## config.mk

```make
export PLATFORM = sky130hd
export DESIGN_NAME = mcbd_front
export DESIGN_NICKNAME = d
export VERILOG_FILES = /design/src/rtl/mcbd_pkg.sv /design/src/rtl/mcbd_front.sv
export SDC_FILE = /design/constraint.sdc
export NUM_CORES = 1
export LEC_CHECK = 0
export BUFFER_PORTS_ARGS = -buffer_cell sky130_fd_sc_hd__buf_4
export CAP_MARGIN = 10
export CORE_ASPECT_RATIO = 0.5
export CORE_UTILIZATION = 50
export DETAILED_ROUTE_END_ITERATION = 16
export PLACE_DENSITY = 0.79
export SKIP_CTS_REPAIR_TIMING = 1
export SLEW_MARGIN = 40
export SYNTH_ARGS = -nofsm -noshare
export SYNTH_HDL_FRONTEND = slang
export SYNTH_SLANG_ARGS = --single-unit
```

## constraint.sdc

```tcl
create_clock -name aclk -period 3.6 [get_ports aclk]
set_clock_uncertainty 0.2 [all_clocks]
set_input_delay 0.18 -clock aclk [delete_from_list [all_inputs] [get_ports aclk]]
set_output_delay 0.18 -clock aclk [all_outputs]
set_load 0.05 [all_outputs]
```

## src/rtl/mcbd_pkg.sv

```systemverilog
package mcbd_pkg;

    localparam int MAX_DIM    = 2048;
    localparam int MAX_LEVELS = 12;

    localparam int DIM_W   = 12;                    // configured size field
    localparam int COORD_W = 11;                    // texel column / row
    localparam int LVL_W   = 4;                     // level number
    localparam int LIDX_W  = $clog2(MAX_LEVELS);    // index into per-level state
    localparam int ADDR_W  = $clog2(MAX_DIM);       // row sum memory address
    localparam int CH_W    = 16;                    // one color channel
    localparam int PIX_W   = 3 * CH_W;              // red, green, blue
    localparam int SUM_W   = 18;                    // one channel of a pair sum
    localparam int ROW_W   = 3 * SUM_W;             // one row sum entry
    localparam int CFG_IDX_W = 1;

    localparam logic [CFG_IDX_W-1:0] CFG_WIDTH  = 1'd0;
    localparam logic [CFG_IDX_W-1:0] CFG_HEIGHT = 1'd1;

    localparam logic [DIM_W-1:0] DIM_MAX = DIM_W'(MAX_DIM);

    // Size of one level: clamp the register to 1..MAX_DIM, halve per level, floor at 1.
    function automatic logic [DIM_W-1:0] level_dim(input logic [DIM_W-1:0] top,
                                                   input logic [LVL_W-1:0] lvl);
        logic [DIM_W-1:0] c;
        logic [DIM_W-1:0] d;
        c = top;
        if (top == '0) c = DIM_W'(1);
        else if (top > DIM_MAX) c = DIM_MAX;
        d = c >> lvl;
        if (d == '0) d = DIM_W'(1);
        return d;
    endfunction

endpackage

```

## src/rtl/mcbd_front.sv

```systemverilog
module mcbd_front (
    input  logic                      aclk,
    input  logic                      aresetn,
    input  logic                      s_tvalid,
    output logic                      s_tready,
    input  logic [mcbd_pkg::PIX_W-1:0] s_tdata,
    output logic                      q_valid,
    output logic [mcbd_pkg::PIX_W-1:0] q_data,
    input  logic                      q_pop
);
    import mcbd_pkg::*;

    // Two-entry pixel queue between the input beat and the level sequencer
    logic [PIX_W-1:0] slot_reg [2];
    logic             rd_ptr_reg, wr_ptr_reg;
    logic [1:0]       count_reg;
    logic             push;

    assign s_tready = (count_reg != 2'd2);
    assign push     = s_tvalid && s_tready;
    assign q_valid  = (count_reg != 2'd0);
    assign q_data   = slot_reg[rd_ptr_reg];

    always_ff @(posedge aclk) begin
        if (!aresetn) begin
            rd_ptr_reg <= 1'b0;
            wr_ptr_reg <= 1'b0;
            count_reg  <= 2'd0;
        end else begin
            if (push) wr_ptr_reg <= !wr_ptr_reg;
            if (q_pop) rd_ptr_reg <= !rd_ptr_reg;
            count_reg <= count_reg + {1'b0, push} - {1'b0, q_pop};
        end
        if (push) slot_reg[wr_ptr_reg] <= s_tdata;
    end

endmodule

```

==> run_results.csv, run 1 <==
group,metric,value,unit
status,status,"finished, final reports clean",
worst_setup_path,crit_slowest_cell,"dfxtp_4",
hold_path,hold_start,"s_tvalid",
layout,largest_reg_flops,96,
layout,synthToLayoutAreaGrowth,42.6,%
floorplan,die_area,7830,sq um
power,ir_drop,0.000431,V
grt,use_met3,0.0589,
floorplan,start_util,0.538,
drt,wl,7120,um
worst_setup_path,cpLargestDelayFamily,"flip-flops",
worst_setup_path,cp_max_fo,48,
synth,ys_ff_latch,101,
worst_setup_path,reg2regPathDepth,3,
cts,cts_buffer_depth,2,
cts,cts_tree,"built",
layout,instances_no_fill,430,
floorplan,die_h,63.1,um
cts,clk_pin_slew_worst_paths,0.06,ns
placed_design,placed_area,4570,sq um
drt,vias,2114,
synth,syn_inst,177,
hold_path,hold_path_class,"primary input to register",
sta,setup_tns,0,ns
drt,drt_iter0_drc,150,
grt,groute.usage.overall,0.174,
grt,busiest_layer,"met2",
worst_setup_path,r2r_start,"count_reg[0]",
sta,rsz0062_at_grt,"no",
layout,diodes,0,
synth,synth.area.top_cells,"edfxtp_1, mux2_2, dfxtp_1",
power,power.leakage,2.01,nW
worst_setup_path,worst_setup_path_start_kind,"register",
cts,htreeDepth,3,
worst_setup_path,critPathMaxStageDelay,0.75,ns
placed_design,place_ws,1.72,ns
drt,drt.antenna.violating_nets,0,
synth,synth_area_per_cell,21.1,sq um
hold_path,hold_path_depth,3,
grt,grt_overflow_total,0,
cts,cts_sinks,101,
floorplan,die_w,124,um
sta,worstMarginPinSlew,0.670,ns
layout,final_area,5320,sq um
synth,synth_area_leader_cell,"edfxtp_1",
power,power,2.96,mW
sta,hold_viol,0,
run,drv_cap,0,
worst_setup_path,crit_buf_inv,1,
sta,finalCritPeriodShare,0.582,
placed_design,io_buffer_count,101,
cts,cts_buffers,9,
worst_setup_path,reg2reg_slack,1.72,ns
floorplan,core-area,6940,sq um
worst_setup_path,criticalPathCategory,"register to primary output",
worst_setup_path,r2r_end,"slot_reg[0][28]",
sta,max_clock_freq,477,MHz
synth,syn_nets,230,
layout,num-nets-final,386,
cts,clock_latency,0.33,ns
layout,final_cell_mix,"buf_4, edfxtp_1, dlygate4sd3_1, mux2_2, clkbuf_16",
synth,synth_area,3730,sq um
placed_design,gp_congestion,0.717,
sta,maxSlewViolCount,0,
synth,synth_top_area_share,0.773,
layout,drive_gt1_frac,0.485,
grt,grtUsageMet1,0.198,
layout,utilization,0.767,
placed_design,placed_cells,365,
worst_setup_path,cp.required,3.22,ns
drt,wl_per_cell,16.6,um
worst_setup_path,cp-end-kind,"primary output",
hold_path,min_to,"wr_ptr_reg",
drt,drc,0,
sta,setup_viol,0,
cts,clockRootBuffer,"clkbuf_16",
grt,grt_pass1_wl,9740,um
synth,yosysSeqAreaShare,0.800,
sta,holdWs,0.0138,ns
synth,yosysWarnings,0,
layout,fill_cells,407,
sta,min_period,2.10,ns
sta,setup_slack,1.50,ns
grt,grt_pass1_vias,1978,
worst_setup_path,cp.arrival,1.72,ns
floorplan,ioPinCount,102,
floorplan,fp-row-count,21,
layout,final_common_cell,"buf_4",
grt,antenna_found_initial,0,
worst_setup_path,path_cells,"mux2_2 -> buf_4",
synth,synthDistinctLibCells,25,
drt,dr.pass1.iters,4,
power,p_per_area,557,nW/um^2
grt,grt_start_max_net_pins,49,
placed_design,dpl.hpwl,4050,um
grt,met2_usage,0.306,
drt,vias_per_cell,4.92,
sta,max_slew_margin,0.554,
[cell usage after synthesis]
library cell	number
nand3_1	1
a211o_1	1
nor4b_1	1
xnor2_1	1
a211oi_1	1
and2_1	3
dfxtp_1	5
nand3b_1	2
ha_1	1
nand2b_1	1
edfxtp_1	96
buf_6	2
mux2i_1	1
buf_4	1
inv_1	2
a21boi_1	1
a21bo_2	1
a21boi_2	1
mux2_2	47
mux2_1	1
nand2_1	2
and3_1	1
or2_2	1
xor2_1	1
buf_2	2
[logic make-up after synthesis]
logic type      synth area share
xor+xnor                 0.00470
mux                        0.148
fa+ha+maj                0.00335
buf+inv                   0.0127
simple gates              0.0198
flops                      0.800
compound gates            0.0121
[tightest hold or removal path, cell delays in order]
cell      delay [ns]
buf_4           0.13
a21bo_2         0.13
a21boi_1        0.06
[where the power goes]
part           internal, mW  total (mW)  switching (mW)
Sequential             1.41        1.45          0.0471
Clock                 0.463       0.828           0.365
Combinational         0.254       0.680           0.426
Total                  2.12        2.96           0.838
[per-layer routing]
metal  part of all wire  up-vias
met3              0.038       13
met2               0.56       47
met5                  0        -
met1               0.38     1052
li1                   -     1002
met4              0.022        0
[how the worst max path moves through the flow]
stage / from / to / slack (ns) / cells after the start
detailed placement: count_reg[0] / slot_reg[1][27] / 1.72 / 2
finish: register / q_data[24] / 1.50 / 2
global placement: count_reg[0] / slot_reg[1][28] / 1.49 / 2
CTS: register / q_data[3] / 1.47 / 2
floorplan: count_reg[0] / slot_reg[1][0] / 0.83 / 2
global route: register / q_data[46] / 1.42 / 2
[area by class of cell]
cell class              count  area, sq um  share of cell area
clock inverters             3         12.5             0.00235
clock buffers              13          240              0.0452
inverters                   2         10.0             0.00188
well taps                  92          115              0.0216
repair buffers            150         1250               0.235
multi-input cells          69          704               0.132
flip-flops and latches    101         2990               0.562
Note: power is estimated with default switching activity, not from simulation.
==> inputs of run 2 (changes only) <==
--- a/config.mk
+++ b/config.mk
@@ -5,12 +5,13 @@
 export SDC_FILE = /design/constraint.sdc
 export NUM_CORES = 1
 export LEC_CHECK = 0
+export ABC_AREA = 1
 export BUFFER_PORTS_ARGS = -buffer_cell sky130_fd_sc_hd__buf_4
 export CAP_MARGIN = 10
 export CORE_ASPECT_RATIO = 0.5
-export CORE_UTILIZATION = 50
+export CORE_UTILIZATION = 47
 export DETAILED_ROUTE_END_ITERATION = 16
-export PLACE_DENSITY = 0.79
+export PLACE_DENSITY = 0.78
 export SKIP_CTS_REPAIR_TIMING = 1
 export SLEW_MARGIN = 40
 export SYNTH_ARGS = -nofsm -noshare
==> constraint.sdc (replaced) <==
create_clock -name aclk -period 1.8 [get_ports aclk]
set_clock_uncertainty 0.2 [all_clocks]
set_input_delay 0.09 -clock aclk [delete_from_list [all_inputs] [get_ports aclk]]
set_output_delay 0.09 -clock aclk [all_outputs]
set_load 0.05 [all_outputs]
==> run_results.csv, run 2 <==
group,metric,value,unit
placed_design,gp_congestion,0.753,
cts,cts_sinks,101,
floorplan,die_h,65.3,um
layout,instances_no_fill,461,
sta,max_slew_margin,0.768,
placed_design,io_buffer_count,101,
cts,cts_tree,"built",
drt,vias,2169,
worst_setup_path,reg2regPathDepth,5,
synth,synth_common_cells,"edfxtp_1, mux2_2, mux2_4",
synth,synth_area_leader_cell,"edfxtp_1",
floorplan,die_area,8390,sq um
sta,max_clock_freq,569,MHz
layout,largest_reg_flops,96,
worst_setup_path,criticalPathCategory,"register to primary output",
cts,clock_latency,0.33,ns
status,status,"finished, final reports clean",
drt,wl_per_cell,15.2,um
floorplan,fp-row-count,22,
worst_setup_path,cp_max_fo,26,
drt,drc,0,
sta,finalCritPeriodShare,0.976,
cts,htreeDepth,3,
hold_path,hold_path_depth,2,
worst_setup_path,cpLargestDelayFamily,"buffers and inverters",
layout,drive_gt1_frac,0.499,
floorplan,die_w,129,um
synth,synth_top_area_share,0.766,
grt,grt_overflow_total,0,
floorplan,core-area,7540,sq um
synth,yosysMostFrequentCell,"edfxtp_1",
worst_setup_path,cp.arrival,1.47,ns
grt,antenna_found_initial,0,
drt,drt.antenna.violating_nets,0,
grt,grt_pass1_wl,9310,um
placed_design,dpl.hpwl,4450,um
synth,synth_top_flop_cell,"edfxtp_1",
worst_setup_path,crit_buf_inv,2,
layout,diodes,0,
synth,syn_inst,182,
grt,groute.usage.overall,0.155,
worst_setup_path,r2r_start,"count_reg[0]",
drt,drt_iter0_drc,59,
worst_setup_path,r2r_end,"slot_reg[1][14]",
worst_setup_path,crit_slowest_cell,"dfxtp_4",
placed_design,placed_cells,394,
sta,holdWs,0.283,ns
run,drv_cap,0,
grt,grt_pass1_vias,2043,
placed_design,place_ws,0.200,ns
drt,dr.pass1.iters,4,
cts,clk_pin_slew_worst_paths,0.06,ns
grt,grt_start_max_net_pins,27,
drt,wl,7030,um
sta,hold_viol,0,
sta,worstMarginPinSlew,0.348,ns
worst_setup_path,path_cells,"buf_12 -> mux2_2 -> buf_4",
synth,synthDistinctLibCells,13,
layout,final_common_cell,"buf_4",
synth,ys_ff_latch,101,
hold_path,hold_start,"s_tdata[15]",
drt,vias_per_cell,4.70,
power,p_per_area,1070,nW/um^2
sta,setup_tns,0,ns
sta,min_period,1.76,ns
layout,synthToLayoutAreaGrowth,48.3,%
layout,fill_cells,464,
sta,maxSlewViolCount,0,
power,ir_drop,0.000631,V
synth,synth_area,3760,sq um
sta,setup_viol,0,
cts,cts_buffers,9,
hold_path,min_to,"slot_reg[1][15]",
cts,cts_buffer_depth,2,
worst_setup_path,cp-end-kind,"primary output",
cts,clockRootBuffer,"clkbuf_16",
synth,synth_edf_count,96,
synth,synth.area.top_cells,"edfxtp_1, mux2_2, mux2_4",
synth,yosysWarnings,0,
worst_setup_path,critPathMaxStageDelay,0.37,ns
hold_path,hold_path_class,"primary input to register",
synth,yosysSeqAreaShare,0.793,
synth,synth_area_per_cell,20.7,sq um
worst_setup_path,worst_setup_path_start_kind,"register",
synth,synthArstFlopShare,0,
synth,syn_nets,235,
sta,setup_slack,0.0437,ns
floorplan,start_util,0.499,
layout,final_cell_mix,"buf_4, edfxtp_1, dlygate4sd3_1, mux2_2, mux2_4",
layout,num-nets-final,401,
power,power,5.95,mW
worst_setup_path,cp.required,1.51,ns
worst_setup_path,reg2reg_slack,0.21,ns
floorplan,ioPinCount,102,
power,power.leakage,2.17,nW
[run 2: metrics by stage]
stage | instance area [sq um] | util
after floorplan | 3810 | -
after global placement | 4800 | 0.636
after detailed placement | 4800 | 0.636
after CTS | 5060 | 0.671
after global routing | 5580 | 0.740
final | 5580 | 0.740
[run 2: worst max-delay path by stage]
stage	startpoint	endpoint	slack, ns	cells after the start
after global routing	register	q_data[11]	-0.004	3
after floorplan	count_reg[0]	slot_reg[1][0]	-0.14	4
after global placement	count_reg[0]	slot_reg[1][14]	0.25	5
after CTS	register	q_data[7]	0.01	3
final	register	q_data[3]	0.04	3
after detailed placement	count_reg[0]	slot_reg[1][10]	0.20	5
[run 2: cell families (layout without fill, tap and decap cells)]
kind of cell,count (synthesis),in the layout,synth area share
muxes,48,48,0.164
AOI/OAI and AO/OA,1,1,0.00133
adders and majority gates,1,1,0.00332
and+or+nand+nor,20,20,0.0203
xor gates and xnor gates,1,1,0.00233
DFF,101,101,0.793
buffers and inverters,10,181,0.0166
[run 2: cell type report]
class                   count  area (sq um)  area share
flip-flops and latches    101          2990       0.535
multi-input cells          71           766       0.137
well taps                 108           135      0.0242
clock inverters             5          27.5     0.00493
clock buffers              11           233      0.0417
repair buffers            160          1420       0.253
inverters                   5          18.8     0.00336
[run 2: layer usage]
layer | part of all wire | global-route usage | vias to the layer above
met3 | 0.034 | 0.0448 | 12
met1 | 0.38 | 0.162 | 1073
li1 | - | - | 1029
met2 | 0.56 | 0.284 | 55
met4 | 0.020 | 0.0882 | 0
met5 | 0 | 0 | -
[run 2: worst reg2reg max path, stage by stage (launching register included)]
cell	delay [ns]
dfxtp_2	0.34
inv_2	0.06
nand2_8	0.08
nand2_8	0.07
nor2_4	0.31
buf_4	0.23
[run 2: power breakdown]
group | total (mW) | leakage (nW) | switching, mW | internal (mW)
clock network | 1.66 | 0.121 | 0.740 | 0.924
registers | 2.87 | 0.937 | 0.0615 | 2.81
logic | 1.42 | 1.11 | 0.853 | 0.565
